`config.mk`:
```
export PLATFORM = sky130hd
export DESIGN_NAME = four_channel_moving_average_core
export DESIGN_NICKNAME = d
export VERILOG_FILES = /design/src/sv/fcma_pkg.sv /design/src/sv/four_channel_moving_average_core.sv
export SDC_FILE = /design/constraint.sdc
export NUM_CORES = 1
export LEC_CHECK = 0
export ABC_AREA = 1
export ABC_CLOCK_PERIOD_IN_PS = 11600
export BUFFER_PORTS_ARGS = -buffer_cell sky130_fd_sc_hd__buf_2
export CAP_MARGIN = 40
export CORE_UTILIZATION = 57
export DETAILED_ROUTE_END_ITERATION = 8
export PLACE_DENSITY_LB_ADDON = 0.25
export SYNTH_ARGS = -nofsm -noshare
export SYNTH_HDL_FRONTEND = slang
export SYNTH_SLANG_ARGS = --single-unit
```
`constraint.sdc`:
```
create_clock -name clock -period 11.6 [get_ports clock]
set_input_delay 1.16 -clock clock [delete_from_list [all_inputs] [get_ports clock]]
set_output_delay 1.16 -clock clock [all_outputs]
set_load 0.005 [all_outputs]
```
`src/sv/fcma_pkg.sv`:
```
package fcma_pkg;

   localparam int WINDOW_DEPTH  = 16;
   localparam int AVERAGE_SHIFT = 4;

   localparam int NUM_CHANNELS  = 4;
   localparam int SAMPLE_WIDTH  = 12;
   localparam int CHANNEL_WIDTH = 2;
   localparam int AVERAGE_MAX   = 4095;

   // the largest window sum is WINDOW_DEPTH full-scale samples
   localparam int SUM_MAX   = WINDOW_DEPTH * AVERAGE_MAX;
   localparam int SUM_WIDTH = $clog2(SUM_MAX + 1);

   typedef logic [SAMPLE_WIDTH-1:0]  sample_type;
   typedef logic [SUM_WIDTH-1:0]     sum_type;
   typedef logic [CHANNEL_WIDTH-1:0] channel_type;

   // channel codes of report_channel
   localparam channel_type CH_MOTOR_TEMP = 2'd0;
   localparam channel_type CH_AMP_TEMP   = 2'd1;
   localparam channel_type CH_CURRENT_A  = 2'd2;
   localparam channel_type CH_CURRENT_B  = 2'd3;

endpackage

```
`src/sv/four_channel_moving_average_core.sv`:
```
// Four-channel boxcar moving average.
// Input channel (req_): one transfer carries a scan of four 12-bit samples
// (motor temperature, amplifier temperature, phase current A, phase current B)
// and the code of the channel whose average is wanted.
// Result channel (rsp_): one transfer per scan, rsp_report_average, the
// running window sum of the requested channel after this scan is added,
// shifted right by AVERAGE_SHIFT and clipped to 4095.
// Each channel keeps the last WINDOW_DEPTH samples in a shift line of
// registers and a running sum (add the new sample, drop the oldest).
// A scan passes the input register and then the result register before its
// result shows on rsp_.
// Throughput: one scan per cycle while rsp_stall is low; the sum update is a
// single add/subtract between the input register and the result register.
// Reset clears the sample lines, the sums and both valid flags;
// the window then covers only the scans taken since reset.
// When the receiver raises rsp_stall the result register holds its value,
// one more scan can still wait in the input register, and after that
// req_stall goes high until the result is taken.
module four_channel_moving_average_core (
   input  logic                        clock,
   input  logic                        reset,
   input  logic                        req_valid,
   output logic                        req_stall,
   input  fcma_pkg::sample_type        req_motor_temp_sample,
   input  fcma_pkg::sample_type        req_amp_temp_sample,
   input  fcma_pkg::sample_type        req_current_a_sample,
   input  fcma_pkg::sample_type        req_current_b_sample,
   input  fcma_pkg::channel_type       req_report_channel,
   output logic                        rsp_valid,
   input  logic                        rsp_stall,
   output fcma_pkg::sample_type        rsp_report_average
);

   localparam int NCH   = fcma_pkg::NUM_CHANNELS;
   localparam int DEPTH = fcma_pkg::WINDOW_DEPTH;

   logic                  req_accept;
   logic                  s1_advance;
   logic                  s1_valid_ff, s1_valid_in;
   logic                  rsp_valid_ff, rsp_valid_in;

   fcma_pkg::sample_type  s1_sample_ff [NCH];
   fcma_pkg::channel_type s1_channel_ff;

   fcma_pkg::sample_type  line_ff [NCH][DEPTH];
   fcma_pkg::sum_type     sum_ff  [NCH];
   fcma_pkg::sum_type     sum_in  [NCH];

   fcma_pkg::sum_type     shifted_sum;
   fcma_pkg::sample_type  average_in;
   fcma_pkg::sample_type  average_ff;

   // result register moves when empty or being taken
   assign s1_advance = s1_valid_ff && (!rsp_valid_ff || !rsp_stall);
   assign req_stall  = s1_valid_ff && !s1_advance;
   assign req_accept = req_valid && !req_stall;

   assign s1_valid_in  = req_accept ? 1'b1 : (s1_advance ? 1'b0 : s1_valid_ff);
   assign rsp_valid_in = s1_advance ? 1'b1 : (rsp_stall ? rsp_valid_ff : 1'b0);

   always_comb begin
      for (int c = 0; c < NCH; c++) begin
         // oldest sample leaves the window as the new one enters
         sum_in[c] = sum_ff[c] - fcma_pkg::sum_type'(line_ff[c][DEPTH-1])
                               + fcma_pkg::sum_type'(s1_sample_ff[c]);
      end
      shifted_sum = sum_in[s1_channel_ff] >> fcma_pkg::AVERAGE_SHIFT;
      if (shifted_sum > fcma_pkg::sum_type'(fcma_pkg::AVERAGE_MAX)) begin
         average_in = fcma_pkg::sample_type'(fcma_pkg::AVERAGE_MAX);
      end else begin
         average_in = shifted_sum[fcma_pkg::SAMPLE_WIDTH-1:0];
      end
   end

   always_ff @(posedge clock) begin
      if (reset) begin
         s1_valid_ff  <= 1'b0;
         rsp_valid_ff <= 1'b0;
      end else begin
         s1_valid_ff  <= s1_valid_in;
         rsp_valid_ff <= rsp_valid_in;
      end
   end

   always_ff @(posedge clock) begin
      if (req_accept) begin
         s1_sample_ff[fcma_pkg::CH_MOTOR_TEMP] <= req_motor_temp_sample;
         s1_sample_ff[fcma_pkg::CH_AMP_TEMP]   <= req_amp_temp_sample;
         s1_sample_ff[fcma_pkg::CH_CURRENT_A]  <= req_current_a_sample;
         s1_sample_ff[fcma_pkg::CH_CURRENT_B]  <= req_current_b_sample;
         s1_channel_ff                         <= req_report_channel;
      end
      if (s1_advance) begin
         average_ff <= average_in;
      end
   end

   always_ff @(posedge clock) begin
      if (reset) begin
         for (int c = 0; c < NCH; c++) begin
            sum_ff[c] <= '0;
            for (int k = 0; k < DEPTH; k++) begin
               line_ff[c][k] <= '0;
            end
         end
      end else if (s1_advance) begin
         for (int c = 0; c < NCH; c++) begin
            sum_ff[c]     <= sum_in[c];
            line_ff[c][0] <= s1_sample_ff[c];
            for (int k = 1; k < DEPTH; k++) begin
               line_ff[c][k] <= line_ff[c][k-1];
            end
         end
      end
   end

   assign rsp_valid          = rsp_valid_ff;
   assign rsp_report_average = average_ff;

   // a scan is never taken while the input register is full and blocked
   a_no_overrun: assert property (@(posedge clock) disable iff (reset)
      !(req_accept && s1_valid_ff && !s1_advance))
      else $error("input register overrun");

   // a new result only appears after a scan sat in the input register
   a_result_source: assert property (@(posedge clock) disable iff (reset)
      $rose(rsp_valid_ff) |-> $past(s1_valid_ff))
      else $error("result without a scan");

   // the window sums stay within the reachable range
   a_sum_range: assert property (@(posedge clock) disable iff (reset)
      sum_ff[0] <= fcma_pkg::sum_type'(fcma_pkg::SUM_MAX) &&
      sum_ff[1] <= fcma_pkg::sum_type'(fcma_pkg::SUM_MAX) &&
      sum_ff[2] <= fcma_pkg::sum_type'(fcma_pkg::SUM_MAX) &&
      sum_ff[3] <= fcma_pkg::sum_type'(fcma_pkg::SUM_MAX))
      else $error("window sum out of range");

   // sums only change when a scan moves to the result register
   a_sum_hold: assert property (@(posedge clock) disable iff (reset)
      !s1_advance |=> $stable(sum_ff[0]) && $stable(sum_ff[1]) &&
                      $stable(sum_ff[2]) && $stable(sum_ff[3]))
      else $error("window sum changed without a scan");

endmodule
```
* Word level (Yosys, flattened, before mapping) *
Memory sizes are Yosys's and may differ from the RTL's.
Cells that the tools add are included.

storage, ports and cells
  memories = 3
  memory bits (writable) = 880
  input port bits = 54
  logic and storage cells = 178
  bits in registers = 16
  output and inout port bits = 14

operators by class
  multiplexer cells = 82
  equality and inequality tests = 1
  reductions and logical operators = 9
  $lt $le $gt $ge = 2
  $add $sub $neg = 8
  bitwise operators = 69

memory list
  memory        depth  width  read ports  clocked after Yosys merged registers in  wr ports  RTL line                                source
  line_ff       4      192    4           0                                        4         four_channel_moving_average_core.sv:45  fcma_pkg::sample_type line_ff [NCH][DEPTH];
  sum_ff        4      16     4           0                                        4         four_channel_moving_average_core.sv:46  fcma_pkg::sum_type sum_ff [NCH];
  s1_sample_ff  4      12     4           0                                        4         four_channel_moving_average_core.sv:42  fcma_pkg::sample_type s1_sample_ff [NCH];

operator list
  kind                                                             number
  12-bit 2-to-1 mux                                                64
  16-bit 2-to-1 mux                                                6
  1-bit OR                                                         68
  16-bit by 12-bit adder with 16-bit output                        4
  16-bit by 12-bit subtractor with 16-bit output                   4
  16-bit binary-select mux with 2-bit select                       1
  12-bit > comparator, second input constant                       1
  1-bit 2-to-1 mux                                                 11
  1-bit logical NOT                                                4
  3-bit >= comparator, second input constant                       1
  1-bit logical AND                                                3
  2-bit NOT with 3-bit output                                      1
  2-bit by 1-bit != test with 1-bit output, second input constant  1
  2-bit nonzero test                                               1
  1-bit logical OR                                                 1

* Logic depth before layout (Yosys ltp) *
Gate-level depths: netlist of run 1.

  word-level depth = 9
  mapped depth = 17
  gate-level depth less buffers = 17

* Least setup slack after synthesis of run 1 *
Ideal clock, no wire load.

  path type = input -> register
  start point = in rsp_stall
  end point = mem line_ff[0][0] (netlist bit) (enable)
  arrival time = 11.448 ns
  setup time = 0.861 ns
  stages = 4
  slack = -0.710 ns
  data required time = 10.739 ns
  buffers on the path = 0
  path through = nand2_2 > inv_2 > nor2_4 > or2_2

RTL lines
  what         RTL line                                source
  from (decl)  four_channel_moving_average_core.sv:30  input logic rsp_stall,
  to (decl)    four_channel_moving_average_core.sv:45

==> results by group, run 1 <==
Synthesis
  • Post-Syn Nets: 3,715
  • Syn avg cell area: 10.97 sq um
  • Post-Synthesis Cells: 3,549
  • Synth async-reset ratio: 0
  • Register area share after synthesis: 0.6904
  • Ranking of synthesized cells by area: edfxtp_1 69%, inv_1 10%, nor2_1 8.1%, nand2_1 2.7%, fa_1 2.5%
  • Synth top area share: 0.6894
  • Yosys top cell by area: edfxtp_1
  • Ys flop type: edfxtp_1
  • FF+latch count, synth: 896
  • EDFF count, synth: 894
  • Mapped cell area: 0.03894 sq mm
  • Distinct cells, synth: 32
  • Synth Warn #: 0

Floorplanning
  • Row count: 95
  • Core Area: 0.06740 sq mm
  • Die Width: 263.4 microns
  • I/O Pins: 68
  • Die Ht: 263.4 microns
  • Starting Density: 0.5778
  • Die area: 0.06936 sq mm

Timing
  • Worst slew margin: 0.2223
  • Setup TNS: 0 ns
  • Final Slew Violations: 0
  • RSZ-0062 raised after global routing: no
  • Hold violation count in the final report: 0
  • Final setup viols: 0
  • Fin crit period: 4.069 ns
  • WHS: 0.5137 ns
  • Measured slew at the worst slew-check pin: 1.167 ns
  • Final Skew: 0.01711 ns
  • Final setup margin: 7.531 ns
  • Final Cycle Share: 0.3507
  • Max frequency: 245.8 MHz

Critical path
  • CP arrival: 4.31 ns
  • Reg2reg start: rsp_valid
  • Crit path cell chain: buf_2 > nand2_2 > inv_2 > nor2_4 > or2_4 > buf_4 > buf_12
  • Crit Path Class: in2reg
  • Critical path buffer and inverter count: 4
  • Critical path origin: rsp_stall
  • Cell family with most CP delay: buffers and inverters
  • Slowest cell on crit path: buf_4
  • Crit start category: input port
  • Largest fanout on the critical path: 194
  • CP required: 11.84 ns
  • Critical Path Max Stage Delay: 0.80 ns
  • Crit. End Element: register

CTS
  • Postcts setup bufs: 0
  • CTS Sinks: 896
  • Resize count post-CTS: 0
  • CTS Buf Count: 91
  • Cts hold-fix bufs: 0
  • Clock transition at path regs: 0.06 ns
  • H-tree Lvls: 3
  • Clock buffer depth: 3
  • Root Driver: clkbuf_16
  • Clock Latency Late Sink: 0.64 ns
  • CTS tree: yes

Finish
  • Area grow syn2layout: 10.66%
  • Final core area utilization: 0.6394
  • Most common cell after layout, fill and taps aside: inv_1
  • Most frequent cells in the layout: 1,062 x inv_1, 894 x edfxtp_1, 844 x nor2_1, 283 x nand2_1, 107 x nand3_1
  • Fraction of layout cells with a size suffix above 1: 0.06539
  • Final nets: 3,794
  • Diode count: 0

Global route
  • GRT Total Usage: 0.1767
  • Vias in the first global route: 20,240
  • Maximum number of pins on one net before global-route repair: 259
  • First-pass GRT wire length: 99,020 microns
  • GRT overflow: 0
  • Initial antenna violation count: 0

Pwr
  • Switching Share: 0.2486
  • P_sw: 1.944 mW
  • Pint: 5.876 mW
  • VDD IR max: 126.8 uV
  • Logic pwr share: 0.125
  • Pleak: 18.70 nW
  • Clock share of power: 0.379
  • Sequential Power Share: 0.496
  • Cell area power density: 181.5 mW/mm^2

Placement
  • PortBufs: 67
  • Placement Setup Slack: 6.931 ns
  • DP Wirelength: 35,430 microns
  • Routability cong.: 0.8675

Routing
  • Pre-antenna DRT Iters: 5
  • Routed WL: 59,540 microns
  • Drc violations: 0
  • DR WL/cell: 13.02 microns
  • Initial drt markers: 1,877
  • Remaining antenna violation count after routing: 0
  • Via density: 4.659
  • DR vias: 21,310

Hold path
  • Min-Delay Path Class: reg2reg
  • HP Start: rsp_valid

Run status
  • Outcome: completed

Job
  • Max-cap violation count: 0
## per-stage QoR
stage / power, mW / area (sq um) / instances
3_5_place_dp: 4.918 / 40070 / 4408
5_1_grt: 8.169 / 43090 / 4574
3_3_place_gp: 4.895 / 39940 / 4403
2_1_floorplan: 4.693 / 38940 / 3549
4_1_cts: 7.897 / 43090 / 4574
6_report: 7.821 / 43090 / 4574
## power by group through the flow
| stage | registers (mW) | logic (mW) | clock network (mW) |
|---|---|---|---|
| finish | 3.88 | 0.976 | 2.97 |
| global route | 3.90 | 1.13 | 3.15 |
| CTS | 3.88 | 0.983 | 3.04 |
| detailed placement | 3.94 | 0.974 | 0 |
| global placement | 3.94 | 0.958 | 0 |
| floorplan | 3.96 | 0.732 | 0 |
## flip-flops by register name, summed over array words and instances (netlist names)
signal	count
line_ff	768
sum_ff	64
s1_sample_ff	48
rsp_report_average	12
s1_channel_ff	2
rsp_valid	1
s1_valid_ff	1
## synthesized netlist by cell type, drive strengths merged (2+ instances only)
| cell type | instances |
|---|---|
| a21oi | 72 |
| and2 | 5 |
| buf | 91 |
| clkbuf | 6 |
| dfxtp | 2 |
| edfxtp | 894 |
| fa | 48 |
| ha | 64 |
| inv | 1066 |
| nand2 | 284 |
| nand3 | 107 |
| nand3b | 2 |
| nand4 | 11 |
| nor2 | 846 |
| nor3 | 6 |
| o211ai | 2 |
| o21ai | 12 |
| o21bai | 3 |
| or2 | 3 |
| xnor2 | 20 |
| xor2 | 3 |
## per-layer routing
layer	GRT usage	wire (microns)	up-vias	share of wire
li1	-	-	10970	-
met1	0.2655	29240	9947	0.49
met2	0.2654	26720	298	0.45
met3	0.02703	2227	97	0.037
met4	0.06038	1346	0	0.023
met5	0	0	-	0
## cell type report
type                       count  area, sq um
tap                          873         1092
clock inverter                53        614.3
sequential                   896        26890
clock buffer                 113         2402
timing repair buffer          83        610.6
multi-input combinational   1489         7473
fill                        5237        24300
inverter                    1067         4013
## logic make-up (layout without fill, tap and decap cells)
| kind of cell | after synthesis | in the layout | synth area share |
|---|---|---|---|
| AOI/OAI and AO/OA | 90 | 90 | 0.01411 |
| and+or+nand+nor | 1264 | 1264 | 0.1273 |
| xor gates and xnor gates | 23 | 23 | 0.005173 |
| buffers and inverters | 1164 | 1316 | 0.1177 |
| adders and majority gates | 112 | 112 | 0.04524 |
| DFF | 896 | 896 | 0.6904 |
## worst min-delay path, cell delays in order, from the launching register on
cell	delay (ns)
dfxtp_1	0.31
nand2_2	0.08
a21oi_1	0.07
## path summary, 6_finish.rpt
kind                      to  slack (ns)  cells after the start
max reg2reg  line_ff[2][129]        7.85                      6
min                rsp_valid        0.51                      2
max          line_ff[2][129]        7.53                      7
min reg2reg        rsp_valid        0.51                      2
Note: power is estimated with default switching activity, not from simulation.
==> inputs of run 2 (changes only) <==
- ABC_CLOCK_PERIOD_IN_PS: 11600 -> 3300
- clock period: 11.6 -> 3.3 ns (I/O delays scaled with it)
==> results by group, run 2 (same netlist as run 1, synthesis figures left out) <==
Global route
  • Maximum number of pins on one net before global-route repair: 128 (-51%)
  • M2 GR Usage: 0.2909 (+0.02545)
  • First-pass GRT wire length: 104,500 microns (+5.6%)
  • Met1 Track Usage GR: 0.2759 (+0.01043)
  • GRT overflow: 0 (unchanged)
  • Vias in the first global route: 21,140 (+4.5%)
  • Initial antenna violation count: 0 (unchanged)
  • GRT Total Usage: 0.1881 (+0.01138)
  • Met3 Usage GRT: 0.03105 (+0.004022)
  • Global routing's busiest layer: met2

Critical path
  • Critical path buffer and inverter count: 2 (-2)
  • Top cell by count, worst path: nand2_1
  • Crit start category: register
  • CP required: 3.69 ns (-8.15 ns)
  • Crit path cell chain: fa_1 > inv_1 > ha_1 > inv_1 > nand2_1 > nand4_1 > nand2_1 > xnor2_1 > nand2_1 > nand3_1 > nand2_1
  • CP arrival: 3.11 ns (-1.20 ns)
  • Crit. End Element: register
  • Critical Path Max Stage Delay: 0.54 ns (-0.26 ns)
  • Crit Path Class: reg2reg
  • Slowest cell on crit path: fa_1
  • Largest fanout on the critical path: 4 (-98%)
  • Cell family with most CP delay: adder cells

Finish
  • Biggest register: line_ff
  • Final Cell Area: 0.04385 sq mm (+1.8%)
  • Final core area utilization: 0.6507 (+0.01129)
  • Top Registers: line_ff x768, sum_ff x64, s1_sample_ff x48
  • Max reg flops: 768 (unchanged)
  • FF+latch area: 0.02689 sq mm (about the same)
  • Diode count: 0 (unchanged)
  • Final nets: 3,873 (+2.1%)
  • Fraction of layout cells with a size suffix above 1: 0.07082 (+0.005437)
  • Most frequent cells in the layout: 1,062 x inv_1, 894 x edfxtp_1, 844 x nor2_1, 283 x nand2_1, 107 x nand3_1
  • Fillers: 5,072 (-3.2%)
  • Multi-input gate area: 0.007478 sq mm (about the same)
  • Area grow syn2layout: 12.61%
  • Most common cell after layout, fill and taps aside: inv_1

Placement
  • DP Wirelength: 38,800 microns (+9.5%)
  • Routability cong.: 0.8708 (+0.38%)
  • PortBufs: 67 (unchanged)
  • Post-Place Cell Area: 0.04046 sq mm (+0.96%)
  • Placement Setup Slack: 0.5841 ns (-6.347 ns)

Timing
  • Worst slew margin: 0.5544 (+0.3321)
  • Hold violation count in the final report: 0 (unchanged)
  • Fin crit period: 2.722 ns
  • Measured slew at the worst slew-check pin: 0.6684 ns (-0.4981 ns)
  • Final Slew Violations: 0 (unchanged)
  • Final Cycle Share: 0.8248
  • WHS: 0.1416 ns (-0.3722 ns)
  • Final setup margin: 0.5780 ns (-6.953 ns)
  • Final Skew: 0.01961 ns (+0.002504 ns)
  • Max frequency: 367.4 MHz
  • Final setup viols: 0 (unchanged)
  • RSZ-0062 raised after global routing: no

Routing
  • Via density: 4.651 (-0.16%)
  • Pre-antenna DRT Iters: 5 (unchanged)
  • DR WL/cell: 13.54 microns (+4.0%)
  • Initial drt markers: 1,780 (-5.2%)
  • Remaining antenna violation count after routing: 0 (unchanged)
  • Drc violations: 0 (unchanged)
  • DR vias: 21,660 (+1.7%)
  • Routed WL: 63,030 microns (+5.9%)

CTS
  • CTS tree: yes
  • Clock Latency Late Sink: 0.64 ns (about the same)
  • H-tree Lvls: 3 (unchanged)
  • Cts hold-fix bufs: 52 (+52)
  • Clock buffer depth: 3 (unchanged)
  • CTS Sinks: 896 (unchanged)
  • CTS Buf Count: 91 (unchanged)
  • Postcts setup bufs: 0 (unchanged)
  • Clock transition at path regs: 0.06 ns (about the same)
  • Root Driver: clkbuf_16
  • Resize count post-CTS: 0 (unchanged)

Floorplanning
  • I/O Pins: 68 (unchanged)
  • Row count: 95 (unchanged)
  • Die Width: 263.4 microns (unchanged)
  • Die Ht: 263.4 microns (unchanged)
  • Die area: 0.06936 sq mm (unchanged)
  • Starting Density: 0.5778 (unchanged)
  • Core Area: 0.06740 sq mm (unchanged)

Pwr
  • Pleak: 19.04 nW (+1.8%)
  • VDD IR max: 508.5 uV (+300%)
  • Cell area power density: 615.9 mW/mm^2 (+240%)
  • Pwr Total: 27.01 mW (+250%)

Run status
  • Outcome: completed

Job
  • Max-cap violation count: 0 (unchanged)

Hold path
  • Min-Delay Path Class: in2reg
==> run 2: stage by stage <==
| stage | cells | TNS [ns] |
|---|---|---|
| floorplan | 3549 | -3268.54 |
| global placement | 4434 | 0 |
| detailed placement | 4435 | 0 |
| CTS | 4657 | 0 |
| global route | 4657 | 0 |
| finish | 4657 | 0 |
==> run 2: worst reg2reg max path, cell delays in order (launching register included) <==
cell and delay (ns):
edfxtp_1 0.39, fa_1 0.54, inv_1 0.05, ha_1 0.35, inv_1 0.10, nand2_1 0.09
nand4_1 0.10, nand2_1 0.12, xnor2_1 0.28, nand2_1 0.17, nand3_1 0.20, nand2_1 0.09
==> run 2: cell type report <==
cell class / count / share of cell area
Sequential cell: 896 / 0.6131
Multi-Input combinational cell: 1489 / 0.1705
Inverter: 1067 / 0.09150
Clock buffer: 107 / 0.05475
Timing Repair Buffer: 162 / 0.03447
Tap cell: 873 / 0.02491
Clock inverter: 63 / 0.01070
==> run 2: metal layers <==
metal	vias up	wire, microns	share of wire
li1	11130	-	-
met1	10170	30360	0.48
met2	276	29120	0.46
met3	81	2327	0.037
met4	0	1225	0.019
met5	-	0	0
==> run 2: path summary, 6_finish.rpt <==
kind	startpoint	to	slack [ns]	cells past startpoint
worst max-delay path	line_ff[3][2]	rsp_report_average[1]	0.58	11
worst min register to register	line_ff[0][89]	line_ff[0][77]	0.53	2
worst max register to register	line_ff[3][2]	rsp_report_average[1]	0.58	11
worst min-delay path	rsp_stall	rsp_valid	0.14	3
==> run 2: where the power goes <==
group | internal, mW | total, mW | switching (mW) | leakage, nW
Clock | 5.60 | 9.85 | 4.24 | 1.39
Combinational | 1.17 | 3.55 | 2.38 | 8.17
Sequential | 13.4 | 13.6 | 0.232 | 9.48
Total | 20.2 | 27.0 | 6.86 | 19.0
==> inputs of run 3 (changes only) <==
- ABC_AREA: 1 -> 0
- ABC_CLOCK_PERIOD_IN_PS: 3300 -> 2500
- CORE_UTILIZATION: 57 -> 56
- clock period: 3.3 -> 2.5 ns (I/O delays scaled with it)
==> results by group, run 3 <==
Synthesis
  • Ranking of synthesized cells by area: edfxtp_1 73%, and2_1 13%, fa_1 2.6%, ha_1 2.2%, inv_1 2.1%
  • Post-Synth Simple-Gate Area: 0.1517 (+0.02438)
  • Multiplexer share of the synthesized area: 0.006976 (+0.006976)
  • Synth Warn #: 0 (unchanged)
  • Mapped cell area: 0.03695 sq mm (-5.1%)
  • FF+latch count, synth: 896 (unchanged)
  • Distinct cells, synth: 59 (+84%)
  • Largest family of logic cells by synthesized area: simple AND/OR/NAND/NOR gates
  • Syn avg cell area: 15.00 sq um (+37%)
  • Post-Synthesis Cells: 2,463 (-31%)
  • Top cells by count, synth: 894 x edfxtp_1, 746 x and2_1, 211 x inv_1
  • XOR/XNOR share of the synthesized area: 0.01162 (+0.006443)
  • Synth async-reset ratio: 0 (unchanged)
  • EDFF count, synth: 894 (unchanged)
  • Synth top area share: 0.7266 (+0.03719)
  • Adder-cell share of the synthesized area: 0.04768 (+0.002441)
  • Most frequent cell after synthesis: edfxtp_1
  • Compound-cell area share of the yosys netlist: 0.02289 (+0.008787)
  • Register area share after synthesis: 0.7277 (+0.03725)
  • Post-Syn Nets: 2,629 (-29%)
  • Ys flop type: edfxtp_1
  • Yosys top cell by area: edfxtp_1

Finish
  • Final Non-Filler Cells: 3,740 (-20%)
  • Diode count: 0 (unchanged)
  • Most frequent cells in the layout: 894 x edfxtp_1, 742 x and2_1, 173 x buf_4, 164 x inv_1, 93 x clkbuf_16
  • Fillers: 4,045 (-20%)
  • Top Registers: line_ff x768, sum_ff x64, s1_sample_ff x48
  • Most common cell after layout, fill and taps aside: edfxtp_1
  • Area grow syn2layout: 21.62%
  • Biggest register: line_ff
  • Max reg flops: 768 (unchanged)
  • Final nets: 2,976 (-23%)
  • Fraction of layout cells with a size suffix above 1: 0.2291 (+0.1583)

Placement
  • DP Wirelength: 36,220 microns (-6.6%)
  • PortBufs: 67 (unchanged)
  • Placed Instances: 3,472 (-22%)
  • Routability cong.: 0.8885 (+2.0%)

Floorplanning
  • Die Width: 258.9 microns (-1.7%)
  • Die Ht: 258.9 microns (-1.7%)
  • I/O Pins: 68 (unchanged)
  • Starting Density: 0.5700 (-0.007731)
  • Die area: 0.06701 sq mm (-3.4%)
  • Row count: 93 (-2.1%)
  • Core Area: 0.06481 sq mm (-3.8%)

Routing
  • Routed WL: 65,060 microns (+3.2%)
  • Drc violations: 0 (unchanged)
  • Initial drt markers: 1,326 (-26%)
  • DR WL/cell: 17.40 microns (+29%)
  • Remaining antenna violation count after routing: 0 (unchanged)
  • DR vias: 19,290 (-11%)
  • Via density: 5.157 (+11%)
  • Pre-antenna DRT Iters: 7 (+2)

Hold path
  • Min-Delay Path Class: in2reg

Critical path
  • Crit start category: register
  • CP required: 2.87 ns (-0.82 ns)
  • Crit Path Class: reg2reg
  • Crit. End Element: register
  • CP arrival: 3.65 ns (+0.54 ns)
  • Largest fanout on the critical path: 2 (-2)

Timing
  • Fin crit period: 3.277 ns (+0.5555 ns)
  • Measured slew at the worst slew-check pin: 0.5472 ns (-0.1212 ns)
  • Final Cycle Share: 1.311 (+0.4862)
  • Final Skew: 0.02011 ns (+0.0004975 ns)
  • Setup TNS: -19.55 ns (-19.55 ns)
  • RSZ-0062 raised after global routing: yes
  • Max frequency: 305.1 MHz (-17%)
  • Worst slew margin: 0.6321 (+0.07770)
  • Final Slew Violations: 0 (unchanged)
  • Hold violation count in the final report: 0 (unchanged)
  • Final setup viols: 55 (+55)
  • Final setup margin: -0.7775 ns (-1.356 ns)

Global route
  • Vias in the first global route: 19,560 (-7.4%)
  • GRT Total Usage: 0.1983 (+0.01017)
  • First-pass GRT wire length: 104,500 microns (about the same)
  • GRT overflow: 0 (unchanged)
  • Maximum number of pins on one net before global-route repair: 125 (-2.3%)
  • Initial antenna violation count: 2 (+2)

CTS
  • CTS Buf Count: 89 (-2.2%)
  • H-tree Lvls: 3 (unchanged)
  • CTS tree: yes
  • Clock buffer depth: 3 (unchanged)
  • Root Driver: clkbuf_16
  • CTS Sinks: 896 (unchanged)
  • Clock Latency Late Sink: 0.64 ns (about the same)
  • Clock transition at path regs: 0.06 ns (about the same)

Pwr
  • VDD IR max: 750.1 uV (+48%)
  • Cell area power density: 858.3 mW/mm^2 (+39%)
  • Pleak: 17.90 nW (-6.0%)

Run status
  • Outcome: finished with violations
  • Violated checks: negative setup slack

Job
  • Max-cap violation count: 0 (unchanged)
-- run 3: changes by cell type after synthesis, moves of 84 or more --
cell and change:
and2_1 +741, nor2_1 -733, clkbuf_1 +84, nand3_1 -94
inv_1 -852, nand2_1 -257
-- run 3: worst paths after layout --
path	cells past startpoint	endpoint	slack [ns]	from
hold reg to reg	1	line_ff[2][15]	0.51	line_ff[2][27]
setup / recovery	9	rsp_report_average[8]	-0.78	line_ff[0][1]
hold / removal	3	rsp_report_average[1]	0.20	rsp_stall
setup reg to reg	9	rsp_report_average[8]	-0.78	line_ff[0][1]
-- run 3: where the power goes --
part           internal (mW)  switching (mW)
Combinational           3.65            3.74
Clock                   7.72            5.50
Sequential              17.7           0.300
Total                   29.0            9.54
-- run 3: metrics by stage --
| step | util | setup slack (ns) | instance area (sq um) | total power [mW] | hold slack (ns) |
|---|---|---|---|---|---|
| after floorplan | - | -4.732 | 36960 | 21.21 | 0.3150 |
| after global placement | 0.6122 | -0.9228 | 39680 | 23.13 | 0.4265 |
| after detailed placement | 0.6122 | -0.9762 | 39680 | 23.33 | 0.4281 |
| after CTS | 0.6841 | -0.7488 | 44340 | 37.96 | 0.1553 |
| after global routing | 0.6933 | -0.8729 | 44930 | 40.00 | 0.1850 |
| final | 0.6933 | -0.7775 | 44930 | 38.57 | 0.1986 |
-- run 3: routing by layer --
metal | GRT usage | part of all wire | wire [microns]
met5 | 0 | 0 | 0
met3 | 0.03326 | 0.044 | 2846
met2 | 0.3102 | 0.48 | 31120
met4 | 0.05835 | 0.018 | 1141
met1 | 0.2886 | 0.46 | 29960
-- run 3: repair_timing --
action / in CTS / in global routing
buffers inserted: 45 / 34
pin swaps: 127 / 94
hold buffers: 54 / 0
endpoints found under the setup margin: 58 / 56
endpoints found under the hold margin: 52 / 0
resized for setup: 209 / 121
-- run 3: final cells by class --
| class | count | area (sq um) | share of cell area |
|---|---|---|---|
| Tap cell | 855 | 1070 | 0.02381 |
| Clock inverter | 58 | 510.5 | 0.01136 |
| Clock buffer | 108 | 2384 | 0.05305 |
| Sequential cell | 896 | 26890 | 0.5984 |
| Timing Repair Buffer | 352 | 3020 | 0.06722 |
| Multi-Input combinational cell | 1258 | 10250 | 0.2282 |
| Inverter | 213 | 807.0 | 0.01796 |
-- run 3: kinds of logic (layout without fill, tap and decap cells) --
logic type | Yosys count | in the layout
AND/OR/NAND/NOR | 955 | 955
adder cells (fa/ha/maj) | 112 | 112
multiplexers | 19 | 19
buffers and inverters | 309 | 731
flip-flops | 896 | 896
AO/OA/AOI/OAI | 123 | 123
XOR/XNOR | 49 | 49
-- run 3: critical path, cell delays in order, from the launching register on --
cell      delay (ns)
edfxtp_1        0.41
fa_1            0.54
fa_2            0.36
and2b_2         0.25
o31ai_4         0.09
a211oi_2        0.32
nor3_2          0.08
or3_4           0.34
xnor2_2         0.15
mux4_2          0.47
